`src/rtl/cpdp_pkg.sv`:
```
`default_nettype none
package cpdp_pkg;

   // field widths
   localparam int TARGET_W = 34;
   localparam int REF_W    = 30;
   localparam int DIV_W    = 10;
   localparam int VCO_W    = 34;
   localparam int N2_W     = 8;
   localparam int N1_W     = 19;
   localparam int FRAC_W   = 32;
   localparam int NUM_W    = VCO_W + DIV_W;   // vco * chan_div_first
   localparam int DEN_W    = N2_W + REF_W;    // n2 * ref_freq_first
   localparam int THR_W    = 36;
   localparam int CSR_IDX_W = 2;

   localparam int NUM_DIVS = 17;

   // request queue between front and back
   localparam int QUEUE_DEPTH = 4;
   localparam int QUEUE_AW    = 2;
   localparam int QUEUE_CW    = 3;

   localparam logic [REF_W-1:0]  REF_FREQ_RESET = 30'd100000000;
   localparam logic [DIV_W-1:0]  CHAN_DIV_RESET = 10'd96;
   localparam logic [N1_W-1:0]   N1_MAX         = 19'd524287;
   localparam logic [FRAC_W-1:0] FRAC_MAX       = 32'hFFFF_FFFF;
   localparam logic [VCO_W-1:0]  VCO_MIN        = 34'd7500000000;

   localparam logic [127:0] SCALE_NUM      = 128'd12075858607;
   localparam logic [127:0] HALF_SCALE_DEN = 128'd500000000000000000;

   typedef enum logic [CSR_IDX_W-1:0] {
      CSR_REF_FREQ_FIRST = 2'd0,
      CSR_CHAN_DIV_FIRST = 2'd1
   } csr_index_type;

   typedef logic [TARGET_W-1:0] thresh_arr_type [NUM_DIVS];
   typedef logic [DIV_W-1:0]    divval_arr_type [NUM_DIVS];

   localparam thresh_arr_type DIV_THRESH = '{
      34'd7500000000, 34'd3750000000, 34'd1875000000, 34'd1250000000,
      34'd937500000,  34'd625000000,  34'd468750000,  34'd312500000,
      34'd234375000,  34'd156250000,  34'd117187500,  34'd78125000,
      34'd58593750,   34'd39062500,   34'd29296875,   34'd19531250,
      34'd9765625
   };

   localparam divval_arr_type DIV_VALUE = '{
      10'd1, 10'd2, 10'd4, 10'd6, 10'd8, 10'd12, 10'd16, 10'd24, 10'd32,
      10'd48, 10'd64, 10'd96, 10'd128, 10'd192, 10'd256, 10'd384, 10'd768
   };

   // n2 >= k exactly when vco >= ceil((2k-1) * 5e17 / 12075858607)
   typedef logic [THR_W-1:0] n2_thr_type [2**N2_W];

   function automatic n2_thr_type build_n2_thresh();
      n2_thr_type   t;
      logic [127:0] num;
      t[0] = '0;
      for (int k = 1; k < 2**N2_W; k++) begin
         num  = 128'(2 * k - 1) * HALF_SCALE_DEN;
         t[k] = THR_W'((num + SCALE_NUM - 128'd1) / SCALE_NUM);
      end
      return t;
   endfunction

   localparam n2_thr_type N2_THRESH = build_n2_thresh();

   typedef struct packed {
      logic             oor;
      logic [DIV_W-1:0] cd2;
      logic [VCO_W-1:0] vco;
   } plan_type;

   typedef struct packed {
      logic [DIV_W-1:0]  cd2;
      logic [VCO_W-1:0]  vco;
      logic [N2_W-1:0]   n2;
      logic [N1_W-1:0]   n1;
      logic [FRAC_W-1:0] frac;
      logic              oor;
   } result_type;

endpackage
`default_nettype wire

```
`src/rtl/cpdp_queue.sv`:
```
`default_nettype none
module cpdp_queue (
   input  logic                 clock,
   input  logic                 reset,
   input  logic                 push_valid,
   output logic                 push_ready,
   input  cpdp_pkg::plan_type   push_plan,
   output logic                 pop_valid,
   input  logic                 pop_ready,
   output cpdp_pkg::plan_type   pop_plan
);

   cpdp_pkg::plan_type               mem_ff [cpdp_pkg::QUEUE_DEPTH];
   logic [cpdp_pkg::QUEUE_AW-1:0]    wr_ptr_ff;
   logic [cpdp_pkg::QUEUE_AW-1:0]    rd_ptr_ff;
   logic [cpdp_pkg::QUEUE_CW-1:0]    count_ff;
   logic                             do_push;
   logic                             do_pop;

   assign push_ready = (count_ff != cpdp_pkg::QUEUE_CW'(cpdp_pkg::QUEUE_DEPTH));
   assign pop_valid  = (count_ff != '0);
   assign do_push    = push_valid && push_ready;
   assign do_pop     = pop_valid && pop_ready;
   assign pop_plan   = mem_ff[rd_ptr_ff];

   always_ff @(posedge clock) begin
      if (reset) begin
         wr_ptr_ff <= '0;
         rd_ptr_ff <= '0;
         count_ff  <= '0;
      end else begin
         if (do_push) wr_ptr_ff <= wr_ptr_ff + 1'b1;
         if (do_pop)  rd_ptr_ff <= rd_ptr_ff + 1'b1;
         if (do_push && !do_pop)      count_ff <= count_ff + 1'b1;
         else if (do_pop && !do_push) count_ff <= count_ff - 1'b1;
      end
   end

   always_ff @(posedge clock) begin
      if (do_push) mem_ff[wr_ptr_ff] <= push_plan;
   end

endmodule
`default_nettype wire

```
`config.mk`:
```
export PLATFORM = sky130hd
export DESIGN_NAME = cpdp_queue
export DESIGN_NICKNAME = d
export VERILOG_FILES = /design/src/rtl/cpdp_pkg.sv /design/src/rtl/cpdp_queue.sv
export SDC_FILE = /design/constraint.sdc
export NUM_CORES = 1
export LEC_CHECK = 0
export BUFFER_PORTS_ARGS = -buffer_cell sky130_fd_sc_hd__buf_2
export CORE_MARGIN = 2
export CORE_UTILIZATION = 45
export DETAILED_ROUTE_END_ITERATION = 10
export GPL_TIMING_DRIVEN = 0
export PLACE_DENSITY = 0.67
export SLEW_MARGIN = 20
export SYNTH_ARGS = -nofsm -noshare
export SYNTH_HDL_FRONTEND = slang
export SYNTH_SLANG_ARGS = --single-unit
```
`constraint.sdc`:
```
create_clock -name clock -period 2.25 [get_ports clock]
set_input_delay 0.45 -clock clock [delete_from_list [all_inputs] [get_ports clock]]
set_output_delay 0.45 -clock clock [all_outputs]
set_load 0.01 [all_outputs]
```
==> results of run 1 <==
final timing paths:
| path | start | to | slack, ps | cells after the start |
|---|---|---|---|---|
| max reg2reg | count_ff[0]$_SDFFE_PP0P_ | count_ff[2]$_SDFFE_PP0P_ | 120 | 8 |
| min reg2reg | rd_ptr_ff[0]$_SDFFE_PP0P_ | rd_ptr_ff[0]$_SDFFE_PP0P_ | 540 | 2 |
| min | push_plan[27] | mem_ff[1][27]$_DFFE_PP_ | 240 | 1 |
| max | register | pop_plan[16] | 40 | 4 |
logic make-up (layout without fill, tap and decap cells):
group | Yosys count | after routing | share of synthesized area [%]
compound gates | 5 | 5 | 0.5347
xor+xnor | 4 | 4 | 0.4991
fa+ha+maj | 6 | 6 | 1.176
buf+inv | 14 | 142 | 1.872
flops | 189 | 189 | 79.57
mux | 48 | 48 | 15.15
simple gates | 17 | 17 | 1.194
layer usage:
metal | track usage (%) | vias up | part of all wire [%] | routed length [um]
li1 | - | 1425 | - | -
met1 | 19.75 | 1658 | 44 | 5232
met2 | 24.71 | 76 | 50 | 6014
met3 | 4.075 | 10 | 4.5 | 536
met4 | 6.138 | 0 | 1.2 | 140
met5 | 0 | - | 0 | 0
layout by cell type (no fill, tap or decap), types with 4 or more instances in the layout:
cell | netlist | layout
buf_2 | 4 | 87
clkinvlp_4 | 0 | 4
nor2_1 | 8 | 8
buf_12 | 4 | 5
xor2_1 | 4 | 4
mux4_1 | 5 | 5
buf_6 | 1 | 9
mux4_2 | 40 | 40
clkbuf_1 | 1 | 6
and2_4 | 0 | 4
dfxtp_1 | 9 | 6
ha_1 | 5 | 5
clkbuf_16 | 0 | 17
buf_4 | 0 | 4
edfxtp_1 | 180 | 180
critical path: stages (launching register included):
cell and delay (ps):
dfxtp_2 340, buf_12 140, buf_12 150, mux4_2 540, buf_6 150
sequential cells by signal, indices dropped and copies added, names as in the netlist, named ones only:
signal     cells
count_ff       3
mem_ff       180
rd_ptr_ff      2
wr_ptr_ff      2
power by group:
| group | switching (mW) | leakage [nW] | internal [mW] |
|---|---|---|---|
| Clock | 1.21 | 0.258 | 1.64 |
| Sequential | 0.115 | 1.72 | 4.28 |
| Combinational | 1.15 | 0.865 | 1.25 |
| Total | 2.47 | 2.85 | 7.17 |
metrics by stage:
stage	setup TNS [ps]	total power [mW]	setup slack [ps]	hold slack, ps	instance area, um^2
floorplan	0	5.998	230.0	482.0	7024
global placement	-28250	6.745	-160.0	490.5	7730
detailed placement	-13.93	6.786	-13.93	510.5	7735
CTS	0	9.666	7.242	225.1	8330
global route	-88.99	10.10	-21.24	227.9	8394
finish	0	9.643	40.63	240.3	8394
area by class of cell:
cell class | count | area share [%]
sequential | 189 | 66.58
multi-input combinational | 80 | 15.73
buffer | 11 | 1.774
tap | 188 | 2.802
inverter | 3 | 0.1341
timing repair buffer | 96 | 6.305
clock inverter | 10 | 1.386
clock buffer | 22 | 5.291
timing repair:
action | 4_1_cts | 5_1_grt
pin swaps | 1 | 1
hold endpoints to repair | 0 | 0
gates resized for setup | 8 | 13
buffers inserted | 1 | 1
setup endpoints to repair | 41 | 34
hold buffers | 0 | 0
cell usage after synthesis:
master,count,share of area [%]
inv_1,3,0.16
mux2i_1,2,0.29
xor2_1,4,0.50
nand2_1,1,0.053
fa_1,1,0.29
buf_6,1,0.16
buf_12,4,1.1
buf_2,4,0.29
mux4_2,40,13
nor2_1,8,0.43
mux4_1,5,1.9
a21boi_2,1,0.16
nand2b_1,2,0.18
o31ai_1,1,0.11
dfxtp_1,9,2.6
ha_1,5,0.89
a21oi_1,1,0.071
mux2_2,1,0.16
and2_1,4,0.36
o21ai_0,1,0.071
o311ai_0,1,0.12
clkbuf_1,1,0.053
or3_1,2,0.18
edfxtp_1,180,77
clkbuf_2,1,0.071
==> summary.md, run 1 <==
| Metric | Value |
|---|---|
| Status | `complete, no violations` |
| Die Y | `about 130 um` |
| CTS tree | `built` |
| Initial DRT Pass Iterations | `4` |
| Power Dens Cells | `1149 nW/um^2` |
| Routability congestion estimate | `~0.7` |
| Gate Count Post-Synth | `283` |
| Initial core utilization | `a little under half` |
| DR vias/cell | `~5.3` |
| Tmin final | `about 2200 ps` |
| Rows | `45` |
| Critical path arrival | `around 1800 ps` |
| CP endpoint kind | `output port` |
| Overall Global Routing Usage | `15.22%` |
| CP Class | `register to output port` |
| Synth unique cells | `25` |
| Layout Area Growth over Synthesis | `19.59%` |
| First-pass GRT wire length | `18230 um` |
| Peak Freq | `452.6 MHz` |
| Syn Nets | `338` |
| Root buffer cell | `clkbuf_16` |
| Post-route ant nets | `0` |
| Worst rel slew slack | `51.21%` |
| Layout cells sized above 1 | `44.04%` |
| Inst Count DP | `565` |
| Clk Latency, worst-skew pair | `420 ps` |
| Largest net degree at the start of global routing | `46` |
| Io pins | `96` |
| Max Root-Sink Buffers | `2` |
| Seq cells post-synth | `around 190` |
| Worst EP required | `approximately 1800 ps` |
| Vias in the first global route | `3305` |
| Slew Viols, Final | `0` |
| DRC viols | `0` |
| Number of CTS-inserted buffers | `17` |
| Fin util | `between 50% and 60%` |
| Port Buffers | `94` |
| Ys Warns | `0` |
| Crit start category | `register` |
| Unrepaired setup endpoints after global routing | `true` |
| Final nets | `between 400 and 500` |
| Synthesized area per cell | `24.80 um^2` |
| Crit path max fanout | `10` |
| Number of diodes | `0` |
| Min-Delay Path Class | `primary input to register` |
| Actual slew at the worst max-slew pin | `731.9 ps` |
| Worst VDD drop | `0.5308 mV` |
| Non-Filler Instances | `599` |
| Final period util | `98.19%` |
| HPWL Detailed | `6775 um` |
| Clk pin slew, worst setup/hold paths | `70 ps` |
| Sink Count | `approximately 190` |
| Fin. Hold Viols | `0` |
| CORE AREA | `15200 um^2` |
| Grt total ovfl | `0` |
| DR iter-0 viols | `252` |
| Post-Syn Area | `7019 um^2` |
| WL/cell | `approximately 20 um` |
| Area taken by multi-input logic gates | `1320 um^2` |
| DR vias | `3169` |
| Antenna violations before repair | `0` |
| # setup viols final | `0` |
| Pleak | `2.848 nW` |
| Die Width | `128.9 um` |
| Storage cell area | `5589 um^2` |
| Seq/Total Area, Yosys | `between 70% and 80%` |
| # fillers | `1179` |
| Max_cap viols | `0` |
| DRT Wirelength | `~12000 um` |
| Total die area | `16610 um^2` |
| Layout Skew | `12.90 ps` |
| H-tree level count | `4` |
Note: power is estimated with default switching activity, not from simulation.
==> inputs of run 2 (changes only) <==
--- a/config.mk
+++ b/config.mk
@@ -6,7 +6,6 @@
 export NUM_CORES = 1
 export LEC_CHECK = 0
 export BUFFER_PORTS_ARGS = -buffer_cell sky130_fd_sc_hd__buf_2
-export CORE_MARGIN = 2
 export CORE_UTILIZATION = 45
 export DETAILED_ROUTE_END_ITERATION = 10
 export GPL_TIMING_DRIVEN = 0
==> run 2 against run 1 <==
Effect of this change: die area shrank 3.1%; global-route usage is essentially flat; sequential share of layout area shrank 1.1 points; cell area grew 1.7%; non-clock buffer count grew 4; clock-buffer cell count shrank 4; critical path depth is the same; hold slack gained 5.8 ps; clock skew shrank 5.9 ps; largest cell class unchanged.
==> summary.md, run 2 (same netlist as run 1, synthesis figures left out) <==
| Metric | Value |
|---|---|
| Clk pin slew, worst setup/hold paths | `70 ps (about the same)` |
| Max_cap viols | `0 (unchanged)` |
| Crit start category | `register` |
| Largest Register | `mem_ff` |
| Io pins | `96 (unchanged)` |
| FF-to-FF End | `count_ff[2]$_SDFFE_PP0P_` |
| CP Class | `register to output port` |
| H-tree level count | `4 (unchanged)` |
| Grt total ovfl | `0 (unchanged)` |
| Fin worst setup slack | `47.54 ps (+6.915 ps)` |
| # fillers | `1158 (-1.8%)` |
| CORE AREA | `15200 um^2 (unchanged)` |
| WL/cell | `19.07 um (-4.2%)` |
| # setup viols final | `0 (unchanged)` |
| Die Y | `126.9 um (-1.6%)` |
| Tmin final | `2202 ps (-6.915 ps)` |
| DR vias/cell | `5.191 (-1.9%)` |
| Pre-CTS WS | `-91.78 ps (-77.85 ps)` |
| Unrepaired setup endpoints after global routing | `true` |
| Worst VDD drop | `0.5766 mV (+8.6%)` |
| Fin. Hold Viols | `0 (unchanged)` |
| Flop2flop setup slack | `170 ps (+50 ps)` |
| HPWL Detailed | `6381 um (-5.8%)` |
| Slew Viols, Final | `0 (unchanged)` |
| DRT Wirelength | `11500 um (-3.5%)` |
| Area taken by multi-input logic gates | `1325 um^2 (+0.38%)` |
| Routability congestion estimate | `0.6942 (-2.3%)` |
| Layout Area Growth over Synthesis | `21.66%` |
| Power Dens Cells | `1158 nW/um^2 (+0.77%)` |
| DR iter-0 viols | `116 (-54%)` |
| Post-route ant nets | `0 (unchanged)` |
| Max incr delay on CP | `530 ps (about the same)` |
| Worst rel slew slack | `51.64% (+0.43 points)` |
| Peak Freq | `454.0 MHz (+0.31%)` |
| Number of CTS-inserted buffers | `17 (unchanged)` |
| Initial DRT Pass Iterations | `6 (+2)` |
| Final period util | `97.89% (-0.31 points)` |
| CP endpoint kind | `output port` |
| Rows | `45 (unchanged)` |
| Pleak | `2.928 nW (+2.8%)` |
| Clk pwr share | `28.8% (-0.7 points)` |
| CTS tree | `built` |
| Most frequent cells in the layout | `edfxtp_1, buf_2, mux4_2, buf_6, clkbuf_16` |
| Layout Skew | `6.983 ps (-5.913 ps)` |
| Critical path cell sequence | `buf_12 > buf_12 > mux4_2 > buf_6` |
| Setup TNS | `0 ps (unchanged)` |
| Sink Count | `189 (unchanged)` |
| Root buffer cell | `clkbuf_16` |
| Antenna violations before repair | `0 (unchanged)` |
| Final nets | `457 (+0.88%)` |
| Vias in the first global route | `3257 (-1.5%)` |
| CP max stage cell | `mux4_2` |
| Max Root-Sink Buffers | `2 (unchanged)` |
| Status | `complete, no violations` |
| R2r worst-path depth | `7 (-1)` |
| Storage cell area | `5589 um^2 (unchanged)` |
| Number of diodes | `0 (unchanged)` |
| Crit path max fanout | `10 (unchanged)` |
| Actual slew at the worst max-slew pin | `725.4 ps (-6.447 ps)` |
| Initial core utilization | `46.17% (unchanged)` |
| Total die area | `16100 um^2 (-3.1%)` |
| Layout cells sized above 1 | `45.78% (+1.7 points)` |
| Final instance area | `8539 um^2 (+1.7%)` |
| Crit Reg-Reg Startpoint | `count_ff[2]$_SDFFE_PP0P_` |
| Worst Setup EP | `pop_plan[29]` |
| Most frequent CP cell | `buf_12` |
| Pwr Total | `9.886 mW (+2.5%)` |
| Hold_buf cts | `0 (unchanged)` |
| DR vias | `3130 (-1.2%)` |
| Hold Slack | `246.1 ps (+5.753 ps)` |
| Port Buffers | `94 (unchanged)` |
| Hold depth | `1 (unchanged)` |
| Pint | `7.294 mW (+1.7%)` |
| Die Width | `126.9 um (-1.6%)` |
| Critical path arrival | `1750 ps (about the same)` |
| Flop pwr share | `44.5% (-1.1 points)` |
| DRC viols | `0 (unchanged)` |
| Clk Latency, worst-skew pair | `420 ps (about the same)` |
| First-pass GRT wire length | `17530 um (-3.9%)` |
| Comb power frac | `26.8% (+1.9 points)` |
| Most common cell after layout, fill and taps aside | `edfxtp_1` |
| Sw Pwr | `2.593 mW (+4.8%)` |
| Placed Area | `7735 um^2 (unchanged)` |
| Sw Ratio | `26.22% (+0.58 points)` |
| Min-Delay Path Class | `primary input to register` |
| Overall Global Routing Usage | `15.25% (+0.025 points)` |
| Largest net degree at the start of global routing | `46 (unchanged)` |
| Biggest regs | `mem_ff (180), count_ff (3)` |
| Max FFs per register | `180 (unchanged)` |
| Worst EP required | `1800 ps (about the same)` |
[run 2: worst min-delay path by stage]
stage                         startpoint  slack, ps                        end
2_1_floorplan  wr_ptr_ff[1]$_SDFFE_PP0P_        480  wr_ptr_ff[1]$_SDFFE_PP0P_
3_5_place_dp   rd_ptr_ff[0]$_SDFFE_PP0P_        510  rd_ptr_ff[0]$_SDFFE_PP0P_
6_report                   push_plan[10]        250    mem_ff[1][10]$_DFFE_PP_
3_3_place_gp   wr_ptr_ff[1]$_SDFFE_PP0P_        490  wr_ptr_ff[1]$_SDFFE_PP0P_
4_1_cts                     push_plan[2]        220     mem_ff[3][2]$_DFFE_PP_
5_1_grt                    push_plan[27]        220    mem_ff[3][27]$_DFFE_PP_
[run 2: power by group through the flow]
| stage | clock, mW | combinational (mW) | sequential [mW] |
|---|---|---|---|
| final | 2.85 | 2.65 | 4.40 |
| after detailed placement | 0 | 2.31 | 4.46 |
| after CTS | 2.90 | 2.38 | 4.39 |
| after global routing | 3.04 | 2.86 | 4.43 |
| after floorplan | 0 | 1.57 | 4.43 |
| after global placement | 0 | 2.28 | 4.45 |
[run 2: stage by stage]
stage	util (%)	std cells
final	56.17	603
after global routing	56.17	603
after CTS	54.96	601
after detailed placement	50.88	565
after global placement	50.85	565
after floorplan	-	283
[run 2: repair_timing]
item                       4_1_cts  5_1_grt
resized for setup                8       26
pin swaps                        1        0
gates cloned                     0        1
setup buffers                    4        1
setup endpoints to repair       41       28
[run 2: layout make-up]
class / instances / share of cell area [%]
Buffer: 11 / 1.626
Clock buffer: 18 / 5.026
Clock inverter: 14 / 1.568
Inverter: 3 / 0.1319
Multi-Input combinational cell: 80 / 15.52
Sequential cell: 189 / 65.45
Tap cell: 188 / 2.755
Timing Repair Buffer: 100 / 7.927
[run 2: worst max-delay path, delay by kind of cell (launching register included)]
family / cells / cell delay, ps
DFF: 1 / 340
muxes: 1 / 530
buffers and inverters: 3 / 450
[run 2: routing by layer]
metal	global-route usage, %	part of all wire (%)	wire length (um)
met1	19.07	43	4933
met2	25.08	52	6012
met3	5.061	3.7	430
met4	5.252	1.1	125
met5	0	0	0
