### src/rtl/cpdp_pkg.sv
`default_nettype none
package cpdp_pkg;

   // field widths
   localparam int TARGET_W = 34;
   localparam int REF_W    = 30;
   localparam int DIV_W    = 10;
   localparam int VCO_W    = 34;
   localparam int N2_W     = 8;
   localparam int N1_W     = 19;
   localparam int FRAC_W   = 32;
   localparam int NUM_W    = VCO_W + DIV_W;   // vco * chan_div_first
   localparam int DEN_W    = N2_W + REF_W;    // n2 * ref_freq_first
   localparam int THR_W    = 36;
   localparam int CSR_IDX_W = 2;

   localparam int NUM_DIVS = 17;

   // request queue between front and back
   localparam int QUEUE_DEPTH = 4;
   localparam int QUEUE_AW    = 2;
   localparam int QUEUE_CW    = 3;

   localparam logic [REF_W-1:0]  REF_FREQ_RESET = 30'd100000000;
   localparam logic [DIV_W-1:0]  CHAN_DIV_RESET = 10'd96;
   localparam logic [N1_W-1:0]   N1_MAX         = 19'd524287;
   localparam logic [FRAC_W-1:0] FRAC_MAX       = 32'hFFFF_FFFF;
   localparam logic [VCO_W-1:0]  VCO_MIN        = 34'd7500000000;

   localparam logic [127:0] SCALE_NUM      = 128'd12075858607;
   localparam logic [127:0] HALF_SCALE_DEN = 128'd500000000000000000;

   typedef enum logic [CSR_IDX_W-1:0] {
      CSR_REF_FREQ_FIRST = 2'd0,
      CSR_CHAN_DIV_FIRST = 2'd1
   } csr_index_type;

   typedef logic [TARGET_W-1:0] thresh_arr_type [NUM_DIVS];
   typedef logic [DIV_W-1:0]    divval_arr_type [NUM_DIVS];

   localparam thresh_arr_type DIV_THRESH = '{
      34'd7500000000, 34'd3750000000, 34'd1875000000, 34'd1250000000,
      34'd937500000,  34'd625000000,  34'd468750000,  34'd312500000,
      34'd234375000,  34'd156250000,  34'd117187500,  34'd78125000,
      34'd58593750,   34'd39062500,   34'd29296875,   34'd19531250,
      34'd9765625
   };

   localparam divval_arr_type DIV_VALUE = '{
      10'd1, 10'd2, 10'd4, 10'd6, 10'd8, 10'd12, 10'd16, 10'd24, 10'd32,
      10'd48, 10'd64, 10'd96, 10'd128, 10'd192, 10'd256, 10'd384, 10'd768
   };

   // n2 >= k exactly when vco >= ceil((2k-1) * 5e17 / 12075858607)
   typedef logic [THR_W-1:0] n2_thr_type [2**N2_W];

   function automatic n2_thr_type build_n2_thresh();
      n2_thr_type   t;
      logic [127:0] num;
      t[0] = '0;
      for (int k = 1; k < 2**N2_W; k++) begin
         num  = 128'(2 * k - 1) * HALF_SCALE_DEN;
         t[k] = THR_W'((num + SCALE_NUM - 128'd1) / SCALE_NUM);
      end
      return t;
   endfunction

   localparam n2_thr_type N2_THRESH = build_n2_thresh();

   typedef struct packed {
      logic             oor;
      logic [DIV_W-1:0] cd2;
      logic [VCO_W-1:0] vco;
   } plan_type;

   typedef struct packed {
      logic [DIV_W-1:0]  cd2;
      logic [VCO_W-1:0]  vco;
      logic [N2_W-1:0]   n2;
      logic [N1_W-1:0]   n1;
      logic [FRAC_W-1:0] frac;
      logic              oor;
   } result_type;

endpackage
`default_nettype wire

### src/rtl/cpdp_front.sv
`default_nettype none
module cpdp_front (
   input  logic                             clock,
   input  logic                             reset,
   input  logic                             req_valid,
   output logic                             req_ready,
   input  logic [cpdp_pkg::TARGET_W-1:0]    req_target,
   output logic                             out_valid,
   input  logic                             out_ready,
   output cpdp_pkg::plan_type               out_plan
);

   logic                            front_en;
   logic                            c_valid_ff;
   logic [cpdp_pkg::TARGET_W-1:0]   c_target_ff;
   logic [cpdp_pkg::DIV_W-1:0]      c_cd2_ff;
   logic                            c_oor_ff;
   logic [cpdp_pkg::DIV_W-1:0]      c_cd2_in;
   logic                            c_oor_in;
   logic [cpdp_pkg::NUM_W-1:0]      vco_full;
   logic                            p_valid_ff;
   cpdp_pkg::plan_type              p_plan_ff;
   cpdp_pkg::plan_type              p_plan_in;

   assign front_en  = !p_valid_ff || out_ready;
   assign req_ready = front_en;

   // first threshold met wins
   always_comb begin
      c_cd2_in = '0;
      c_oor_in = 1'b1;
      for (int i = cpdp_pkg::NUM_DIVS - 1; i >= 0; i--) begin
         if (req_target >= cpdp_pkg::DIV_THRESH[i]) begin
            c_cd2_in = cpdp_pkg::DIV_VALUE[i];
            c_oor_in = 1'b0;
         end
      end
   end

   always_ff @(posedge clock) begin
      if (reset) begin
         c_valid_ff <= 1'b0;
         p_valid_ff <= 1'b0;
      end else if (front_en) begin
         c_valid_ff <= req_valid;
         p_valid_ff <= c_valid_ff;
      end
   end

   always_ff @(posedge clock) begin
      if (front_en) begin
         c_target_ff <= req_target;
         c_cd2_ff    <= c_cd2_in;
         c_oor_ff    <= c_oor_in;
         p_plan_ff   <= p_plan_in;
      end
   end

   assign vco_full = cpdp_pkg::NUM_W'(c_target_ff) * cpdp_pkg::NUM_W'(c_cd2_ff);

   always_comb begin
      p_plan_in.oor = c_oor_ff;
      p_plan_in.cd2 = c_cd2_ff;
      p_plan_in.vco = vco_full[cpdp_pkg::VCO_W-1:0];
   end

   assign out_valid = p_valid_ff;
   assign out_plan  = p_plan_ff;

endmodule
`default_nettype wire

### config.mk
export PLATFORM = sky130hd
export DESIGN_NAME = cpdp_front
export DESIGN_NICKNAME = d
export VERILOG_FILES = /design/src/rtl/cpdp_pkg.sv /design/src/rtl/cpdp_front.sv
export SDC_FILE = /design/constraint.sdc
export NUM_CORES = 1
export LEC_CHECK = 0
export BUFFER_PORTS_ARGS = -buffer_cell sky130_fd_sc_hd__buf_4
export CORE_MARGIN = 3
export CORE_UTILIZATION = 50
export CTS_BUF_LIST = sky130_fd_sc_hd__clkbuf_8
export CTS_CLUSTER_DIAMETER = 80
export DETAILED_ROUTE_END_ITERATION = 16
export GPL_ROUTABILITY_DRIVEN = 0
export MAX_ROUTING_LAYER = met4
export PLACE_DENSITY = 0.72
export SETUP_SLACK_MARGIN = 0.02
export SYNTH_ARGS = -nofsm -noshare
export SYNTH_HDL_FRONTEND = slang
export SYNTH_SLANG_ARGS = --single-unit
### constraint.sdc
create_clock -name clock -period 15.6 [get_ports clock]
set_clock_uncertainty 0.2 [all_clocks]
set_input_delay 0.78 -clock clock [delete_from_list [all_inputs] [get_ports clock]]
set_output_delay 0.78 -clock clock [all_outputs]
set_load 0.01 [all_outputs]
==> results.tsv, run 1 <==
stage	metric	value	unit
run_status	status	complete, no violations	
clocking	cts_resized	0	
sta	final.period_utilization	43.91	%
sta	fmax	0.1460	GHz
finish	diodes	0	
finish	finalNonFillerCells	1749	
sta	fin_crit	6.850	ns
clocking	hold_buffers	0	
route	wire_per_inst	18.39	µm
place	io_buffers	84	
synth	synth_fp_nets	1701	
route	dr.pass1.iters	5	
grt	grt_pass1_vias	10430	
die	start_util	51.64	%
worst_setup_path	cp.arrival	6.92	ns
worst_setup_path	crit_path_end	out_plan[31]$_DFFE_PP_	
power	ir_drop	0.00007171	V
sta	tns	0	ns
worst_setup_path	critPathMaxFanout	33	
route	finalWirelength	32.17	mm
clocking	htreeDepth	3	
route	final_antenna_net_count	0	
sta	worst_pin_slew	1.234	ns
worst_setup_path	reg2reg_slack	8.75	ns
finish	drive_above_1_share	8.598	%
clocking	postCtsSetupBuffers	0	
finish	nets	1714	
clocking	ctsRootBufferMaster	clkbuf_8	
synth	synth_edf_count	90	
synth	syn_avg_cell_area	9.442	µm²
finish	layout_commonest_cell	inv_1	
clocking	cts.reportedPaths.clkPinSlew	0.11	ns
route	drt_iter0_drc	803	
clocking	cts_buffer_depth	2	
run	maxCapViolCount	0	
worst_setup_path	worstSetupStartpointType	register	
route	num_vias	10110	
grt	antenna_found_initial	0	
die	io_pins	85	
die	dieHeight	168.7	µm
clocking	cts_num_sinks	92	
worst_setup_path	rr_worst_depth	20	
grt	grt_pass1_wl	54.39	mm
synth	synth-seq-cells	92	
place	place_inst	1733	
worst_setup_path	crit_start	c_cd2_ff[2]$_SDFFCE_PP0P_	
worst_setup_path	worstSetupPathType	register to register	
worst_setup_path	timing.rr.start	c_cd2_ff[2]$_SDFFCE_PP0P_	
clocking	cts_buffers	9	
clocking	worstSkewPairLatency	0.39	ns
route	viasPerCell	5.778	
synth	synthFlopType	edfxtp_1	
synth	yosysWarnings	0	
finish	final_util	55.02	%
synth	synth.distinct_cells	78	
sta	finalHoldViolations	0	
synth	async_flop_share	0	%
die	die_w	168.7	µm
power	leakage	6.661	nW
grt	grt_usage	24.50	%
die	core-area	25620	µm²
grt	grt_max_degree	66	
finish	final_cell_mix	inv_1, fa_1, nand2_1	
die	dieArea	28440	µm²
die	rows	58	
sta	rsz0062_at_grt	no	
sta	max-slew-margin-rel	17.74	%
synth	ys_seq_area_share	20.73	%
synth	netlist_instances	1401	
sta	setup_viol_count_final	0	
hold_path	hold_path_class	register to register	
place	hpwl	23.74	mm
power	power_density	96.12	nW/µm²
grt	overflow	0	
synth	synthesis.area	13230	µm²
sta	hold_slack	0.2417	ns
sta	slew_violations	0	
clocking	cts_tree	built	
finish	area_delta_synth_final	6.545	%
route	drc	0	
worst_setup_path	reg2reg_to	out_plan[31]$_DFFE_PP_	
worst_setup_path	endpoint_kind	register	
worst_setup_path	worstPathRequired	15.67	ns
## per-layer routing
metal / up-vias / GRT usage, % / wire [µm] / part of all wire (%)
met5: - / - / 0 / 0
met2: 476 / 37.62 / 14960 / 46
met4: 0 / 7.933 / 896 / 2.8
li1: 4542 / - / - / -
met3: 70 / 3.853 / 2448 / 7.6
met1: 5017 / 33.80 / 13860 / 43
## per-stage QoR
step	setup slack [ns]	total power [mW]	cell area [µm²]
floorplan	9.760	0.9577	13230
global placement	8.944	1.162	13890
detailed placement	8.772	1.180	13890
CTS	8.760	1.362	14090
global route	8.379	1.486	14090
finish	8.750	1.355	14090
## worst max-delay path: stages, from the launching register on
cell and delay (ns):
edfxtp_1 1.14, nand2_1 0.21, fa_1 0.57, inv_1 0.05, fa_1 0.50, inv_1 0.05
fa_1 0.48, inv_1 0.05, fa_1 0.52, inv_1 0.05, fa_1 0.52, inv_1 0.04
ha_1 0.37, a21oi_1 0.11, nor3b_1 0.15, a22oi_1 0.41, nand4_1 0.26, a31oi_2 0.40
o2111ai_1 0.26, a211o_1 0.30, nand4_1 0.08
## registers in the layout, summed over array words and instances (netlist names)
name	cells
c_oor_ff	1
out_valid	1
c_target_ff	34
out_plan	45
c_cd2_ff	10
c_valid_ff	1
## final cells by class
type,instances,area [µm²]
fill,2269,11520
inverter,217,814.5
timing repair buffer,87,653.1
multi-input combinational,1007,9269
tap,330,412.9
sequential,92,2743
clock buffer,10,137.6
clock inverter,6,63.81
## worst min path at each step
stage                                       from                      to  slack [ns]  cells after the start
final                     c_oor_ff$_SDFFCE_PP0P_  out_plan[44]$_DFFE_PP_        0.24                      0
after global routing      c_oor_ff$_SDFFCE_PP0P_  out_plan[44]$_DFFE_PP_        0.27                      0
after CTS                 c_oor_ff$_SDFFCE_PP0P_  out_plan[44]$_DFFE_PP_        0.25                      0
after detailed placement  c_oor_ff$_SDFFCE_PP0P_  out_plan[44]$_DFFE_PP_        0.22                      0
after global placement    c_oor_ff$_SDFFCE_PP0P_  out_plan[44]$_DFFE_PP_        0.21                      0
after floorplan           c_oor_ff$_SDFFCE_PP0P_  out_plan[44]$_DFFE_PP_        0.20                      0
## report_power, final
part | internal [mW] | switching [mW] | total, mW | leakage (nW)
clock network | 0.0791 | 0.101 | 0.180 | 0.104
registers | 0.355 | 0.0438 | 0.399 | 0.987
logic | 0.341 | 0.434 | 0.775 | 5.57
## logic make-up (layout without fill, tap and decap cells)
family	after synthesis	after routing	synth area share [%]
AOI/OAI and AO/OA	182	182	9.800
xor gates and xnor gates	40	40	2.648
adders and majority gates	262	262	36.93
buffers and inverters	302	320	9.251
DFF	92	92	20.73
muxes	1	1	0.07567
and+or+nand+nor	522	522	20.56
## cell usage after synthesis (4+ instances only)
cell,instances,area (µm²)
a21oi_1,42,210.2
o21ai_1,6,30.03
fa_1,214,4284
xnor2_1,30,262.8
o211ai_1,8,60.06
nor4_1,13,81.33
edfxtp_1,90,2703
clkbuf_1,68,255.2
and3_1,8,50.05
nor3_1,22,110.1
o41ai_1,4,35.03
ha_1,48,600.6
a31oi_1,10,62.56
o21a_1,9,67.56
nor4b_1,4,35.03
inv_1,217,814.5
or3_1,5,31.28
nand2_1,188,705.7
nand3_1,28,140.1
buf_2,4,20.02
o21ai_0,21,105.1
and2_1,152,950.9
nand4_1,18,112.6
a211oi_1,10,75.07
a211o_1,6,52.55
a21o_1,27,202.7
xor2_1,10,87.58
buf_6,9,101.4
nor2_1,42,157.7
nand2b_1,13,81.33
nor2b_1,5,31.28
(Power assumes the default switching activity.)
==> run 2: changes to the inputs <==
clock period = 6.37 ns   (was 15.6 ns; I/O delays follow)
==> run 2 against run 1 <==
  * First-iteration DRC count grew 10%
  * Critical path type unchanged
  * Total power rose by 150%
  * Sequential power rose by 140%
  * Worst setup slack got worse by 8.5 ns
  * Wire length is 0.47% higher
  * Combinational power rose to 2.6 times the previous value
  * Largest power group unchanged
  * Via count is 0.99% higher
  * Non-clock buffer count grew 56
  * Count of clock-buffer cells in the layout down 1
  * Sequential share of layout area shrank 0.64 points
  * Flip-flop and latch count did not move
==> results.tsv, run 2 (synthesis gave the netlist of run 1 again) <==
stage	metric	value	unit
die	core-area	25620	µm²
worst_setup_path	worstSetupPathType	register to register	
grt	grt_usage	23.99	%
clocking	cts_tree	built	
clocking	htreeDepth	3	
run_status	status	complete, no violations	
route	wire_per_inst	17.90	µm
sta	worst_pin_slew	0.9685	ns
sta	rsz0062_at_grt	yes	
run	maxCapViolCount	0	
worst_setup_path	cp_common_cell	fa_1	
worst_setup_path	path_buf_inv	3	
die	dieHeight	168.7	µm
worst_setup_path	cp.arrival	6.03	ns
grt	grt_pass1_wl	53.28	mm
sta	setup_viol_count_final	0	
place	hpwl	24.40	mm
finish	final_cell_mix	inv_1, fa_1, nand2_1	
hold_path	hold_path_class	primary input to register	
finish	final_util	56.88	%
worst_setup_path	crit_path_max_incr_delay	0.58	ns
power	leakage	6.939	nW
route	dr.pass1.iters	5	
grt	grt_pass1_vias	10360	
die	dieArea	28440	µm²
worst_setup_path	critPathMaxFanout	10	
worst_setup_path	critPathTopFamily	adder cells	
route	drt_iter0_drc	887	
sta	tns	0	ns
power	power_density	227.9	nW/µm²
finish	diodes	0	
sta	final.period_utilization	95.55	%
die	rows	58	
worst_setup_path	worstPathRequired	6.32	ns
route	finalWirelength	32.32	mm
power	ir_drop	0.0001383	V
clocking	worstSkewPairLatency	0.39	ns
sta	fmax	0.1643	GHz
clocking	ctsRootBufferMaster	clkbuf_8	
clocking	cts.reportedPaths.clkPinSlew	0.11	ns
worst_setup_path	worstSetupStartpointType	register	
grt	overflow	0	
sta	finalHoldViolations	0	
clocking	cts_num_sinks	92	
route	final_antenna_net_count	0	
worst_setup_path	cp_cell_sequence	and2_1, fa_1, fa_1, fa_1, fa_1, inv_1, fa_1, inv_1, ha_1, a211o_1, a21oi_2, and3_1, o21ai_1, a2bb2oi_1, buf_4, a221o_1, a311oi_2, xnor2_1	
route	num_vias	10210	
grt	antenna_found_initial	0	
die	io_pins	85	
clocking	cts_buffers	9	
die	start_util	51.64	%
finish	area_delta_synth_final	10.15	%
sta	max-slew-margin-rel	35.43	%
place	io_buffers	84	
finish	layout_commonest_cell	inv_1	
sta	fin_crit	6.086	ns
clocking	cts_buffer_depth	2	
worst_setup_path	endpoint_kind	register	
finish	largest_reg_flops	45	
route	viasPerCell	5.654	
die	die_w	168.7	µm
finish	nets	1770	
grt	grt_max_degree	64	
worst_setup_path	cpMaxStageDelayCell	edfxtp_1	
worst_setup_path	reg2reg_slack	0.28	ns
finish	drive_above_1_share	11.32	%
route	drc	0	
sta	slew_violations	0	
-- run 2: cell types whose count changed in the layout (fill, tap and decap cells not counted), sizes merged --
cell / delta
bufinv: -1
buf: +42
clkbuf: +1
inv: +2
dlygate4sd3: +12
-- run 2: cell type report --
type,instances,area [µm²]
clock buffers,9,123.9
flip-flops and latches,92,2743
repair buffers,143,1124
fillers,2241,11050
well taps,330,412.9
multi-input cells,1007,9296
inverters,217,814.5
clock inverters,7,56.30
-- run 2: power by group --
part | switching [mW] | internal [mW] | total [mW]
clock | 0.246 | 0.148 | 0.395
combinational | 1.10 | 0.881 | 1.98
sequential | 0.0721 | 0.869 | 0.941
total | 1.42 | 1.90 | 3.32
-- run 2: repair_timing --
| action | 4_1_cts | 5_1_grt |
|---|---|---|
| hold buffers | 12 | 0 |
| gates resized for setup | 0 | 4 |
| setup endpoints to repair | 0 | 4 |
| endpoints found under the hold margin | 12 | 0 |
| setup buffers | 0 | 18 |
-- run 2: layer usage --
layer | track usage, % | part of all wire, %
met1 | 33.95 | 45
met2 | 36.59 | 46
met3 | 3.223 | 6.8
met5 | - | 0
met4 | 7.115 | 2.3
-- run 2: worst register-to-register path, cell delays in order (launching register included) --
cell and delay (ns):
edfxtp_1 0.58, and2_1 0.26, fa_1 0.50, fa_1 0.45, fa_1 0.53, fa_1 0.56
inv_1 0.06, fa_1 0.52, inv_1 0.04, ha_1 0.37, a211o_1 0.33, a21oi_2 0.12
and3_1 0.16, o21ai_1 0.06, a2bb2oi_1 0.13, buf_4 0.16, a221o_1 0.42, a311oi_2 0.31
xnor2_1 0.10
-- run 2: worst paths after layout --
check | from | to | cells after the start
worst max-delay path | c_target_ff[13]$_DFFE_PP_ | out_plan[32]$_DFFE_PP_ | 18
worst min-delay path | req_target[28] | c_target_ff[28]$_DFFE_PP_ | 1
worst max register to register | c_target_ff[13]$_DFFE_PP_ | out_plan[32]$_DFFE_PP_ | 18
worst min register to register | c_valid_ff$_SDFFE_PP0P_ | out_valid$_SDFFE_PP0P_ | 2
-- run 2: metrics by stage --
step	hold WS (ns)	cell area, µm²	setup WS, ns	std cells	power, mW
floorplan	0.1876	13230	0.5300	1401	2.346
global placement	0.2314	14110	0.2181	1759	2.853
detailed placement	0.2380	14110	0.1706	1759	2.908
CTS	0.006999	14410	0.1894	1787	3.317
global route	0.02488	14570	0.001063	1805	3.652
finish	0.02981	14570	0.2836	1805	3.320
==> run 3: changes to the inputs <==
HOLD_SLACK_MARGIN = 0.06   (was default)
==> run 3 against run 2 <==
  * Utilization up 0.39 points
  * Worst setup slack worse by 0.0068 ns
  * Global-route usage up 0.083 points
  * Register-to-register slack about the same
  * Largest cell class unchanged
==> results.tsv, run 3 (synthesis gave the netlist of run 1 again) <==
stage	metric	value	unit
run_status	status	complete, no violations	
sta	slew_violations	0	
power	switchingPower	1.422	mW
power	p_clk_share	11.9	%
finish	final_cell_mix	inv_1, fa_1, nand2_1	
hold_path	hold_path_class	primary input to register	
finish	nets	1780	
finish	fillers	2227	
worst_setup_path	timing.rr.start	c_target_ff[13]$_DFFE_PP_	
clocking	cts_tree	built	
sta	max-slew-margin-rel	33.36	%
power	swShare	42.77	%
worst_setup_path	path_buf_inv	3	
clocking	ctsRootBufferMaster	clkbuf_8	
worst_setup_path	critPathMaxFanout	10	
die	rows	58	
grt	antenna_found_initial	0	
power	seqPwrFrac	28.3	%
grt	overflow	0	
grt	grt_pass1_wl	53.54	mm
worst_setup_path	endpoint_kind	register	
grt	grt_pass1_vias	10400	
route	dr.pass1.iters	5	
finish	layout_commonest_cell	inv_1	
power	power_density	226.7	nW/µm²
finish	finalNonFillerCells	1815	
route	finalWirelength	32.35	mm
clocking	worstSkewPairLatency	0.39	ns
place	post_dp_cell_area	14110	µm²
route	drc	0	
die	core-area	25620	µm²
place	place_inst	1759	
sta	fmax	0.1641	GHz
die	die_w	168.7	µm
clocking	cts_num_sinks	92	
hold_path	hold_path_startpoint	req_target[26]	
worst_setup_path	crit_start	c_target_ff[13]$_DFFE_PP_	
die	dieArea	28440	µm²
finish	seq_area	2743	µm²
grt	grt_usage	24.07	%
worst_setup_path	worstSetupPathType	register to register	
power	leakage	6.981	nW
sta	finalHoldViolations	0	
die	dieHeight	168.7	µm
power	p_total	3.326	mW
finish	diodes	0	
die	start_util	51.64	%
sta	fin_crit	6.093	ns
sta	final.period_utilization	95.66	%
route	drt_iter0_drc	948	
power	ir_drop	0.0001383	V
power	comb_power_share	59.8	%
finish	multi_input_area	9296	µm²
sta	setup_viol_count_final	0	
finish	drive_above_1_share	11.25	%
route	wire_per_inst	17.82	µm
clocking	cts_buffers	9	
worst_setup_path	worstPathRequired	6.32	ns
worst_setup_path	cp_cell_sequence	and2_1, fa_1, fa_1, fa_1, fa_1, inv_1, fa_1, inv_1, ha_1, a211o_1, a21oi_2, and3_1, o21ai_1, a2bb2oi_1, buf_4, a221o_1, a311oi_2, xnor2_1	
worst_setup_path	worstSetupStartpointType	register	
sta	tns	0	ns
finish	area_delta_synth_final	10.91	%
route	viasPerCell	5.614	
clocking	htreeDepth	3	
power	p_int	1.903	mW
worst_setup_path	crit_path_max_incr_delay	0.59	ns
place	io_buffers	84	
worst_setup_path	cp_common_cell	fa_1	
grt	grt_max_degree	64	
finish	largest_reg_flops	45	
route	num_vias	10190	
finish	fin_area	14670	µm²
worst_setup_path	critPathTopFamily	adder cells	
run	maxCapViolCount	0	
sta	worst_pin_slew	0.9996	ns
route	final_antenna_net_count	0	
sta	rsz0062_at_grt	yes	
clocking	cts_buffer_depth	2	
clocking	cts.reportedPaths.clkPinSlew	0.11	ns
worst_setup_path	cp.arrival	6.04	ns
die	io_pins	85	
worst_setup_path	cpMaxStageDelayCell	edfxtp_1	
place	hpwl	24.40	mm
[run 3: power by group through the flow]
| stage | logic, mW | registers, mW | clock network [mW] |
|---|---|---|---|
| final | 1.99 | 0.942 | 0.395 |
| after global routing | 2.27 | 0.958 | 0.428 |
| after CTS | 1.97 | 0.948 | 0.407 |
| after detailed placement | 1.95 | 0.961 | 0 |
| after global placement | 1.89 | 0.962 | 0 |
| after floorplan | 1.36 | 0.988 | 0 |
[run 3: timing repair]
action | in CTS | in global routing
endpoints found under the hold margin | 22 | 0
hold buffers | 22 | 0
endpoints found under the setup margin | 0 | 4
buffers inserted | 0 | 18
resized for setup | 0 | 4
[run 3: layout make-up]
class                           instances  share of cell area, %
Multi-Input combinational cell       1007                  63.37
Sequential cell                        92                  18.70
Timing Repair Buffer                  153                  8.341
Inverter                              217                  5.552
Tap cell                              330                  2.815
Clock buffer                            9                 0.8444
Clock inverter                          7                 0.3838
[run 3: final timing paths]
path / to / slack, ns / cells after the start
setup / recovery: out_plan[32]$_DFFE_PP_ / 0.28 / 18
hold / removal: c_target_ff[26]$_DFFE_PP_ / 0.09 / 1
setup reg to reg: out_plan[32]$_DFFE_PP_ / 0.28 / 18
hold reg to reg: out_valid$_SDFFE_PP0P_ / 0.25 / 2
[run 3: layer usage]
layer / part of all wire (%) / wire, µm / vias to the layer above / global-route usage (%)
met1: 45 / 14640 / 5044 / 34.03
met3: 6.5 / 2094 / 62 / 3.223
li1: - / - / 4676 / -
met2: 46 / 14860 / 408 / 36.77
met5: 0 / 0 / - / -
met4: 2.3 / 749 / 0 / 7.150
[run 3: per-stage QoR]
step                      setup WS (ns)  hold slack (ns)  utilization (%)
after floorplan                  0.5300           0.1876                -
after global placement           0.2181           0.2314            55.09
after detailed placement         0.1706           0.2380            55.09
after CTS                        0.1894          0.06575            56.65
after global routing           0.001063          0.07108            57.27
final                            0.2768          0.08649            57.27
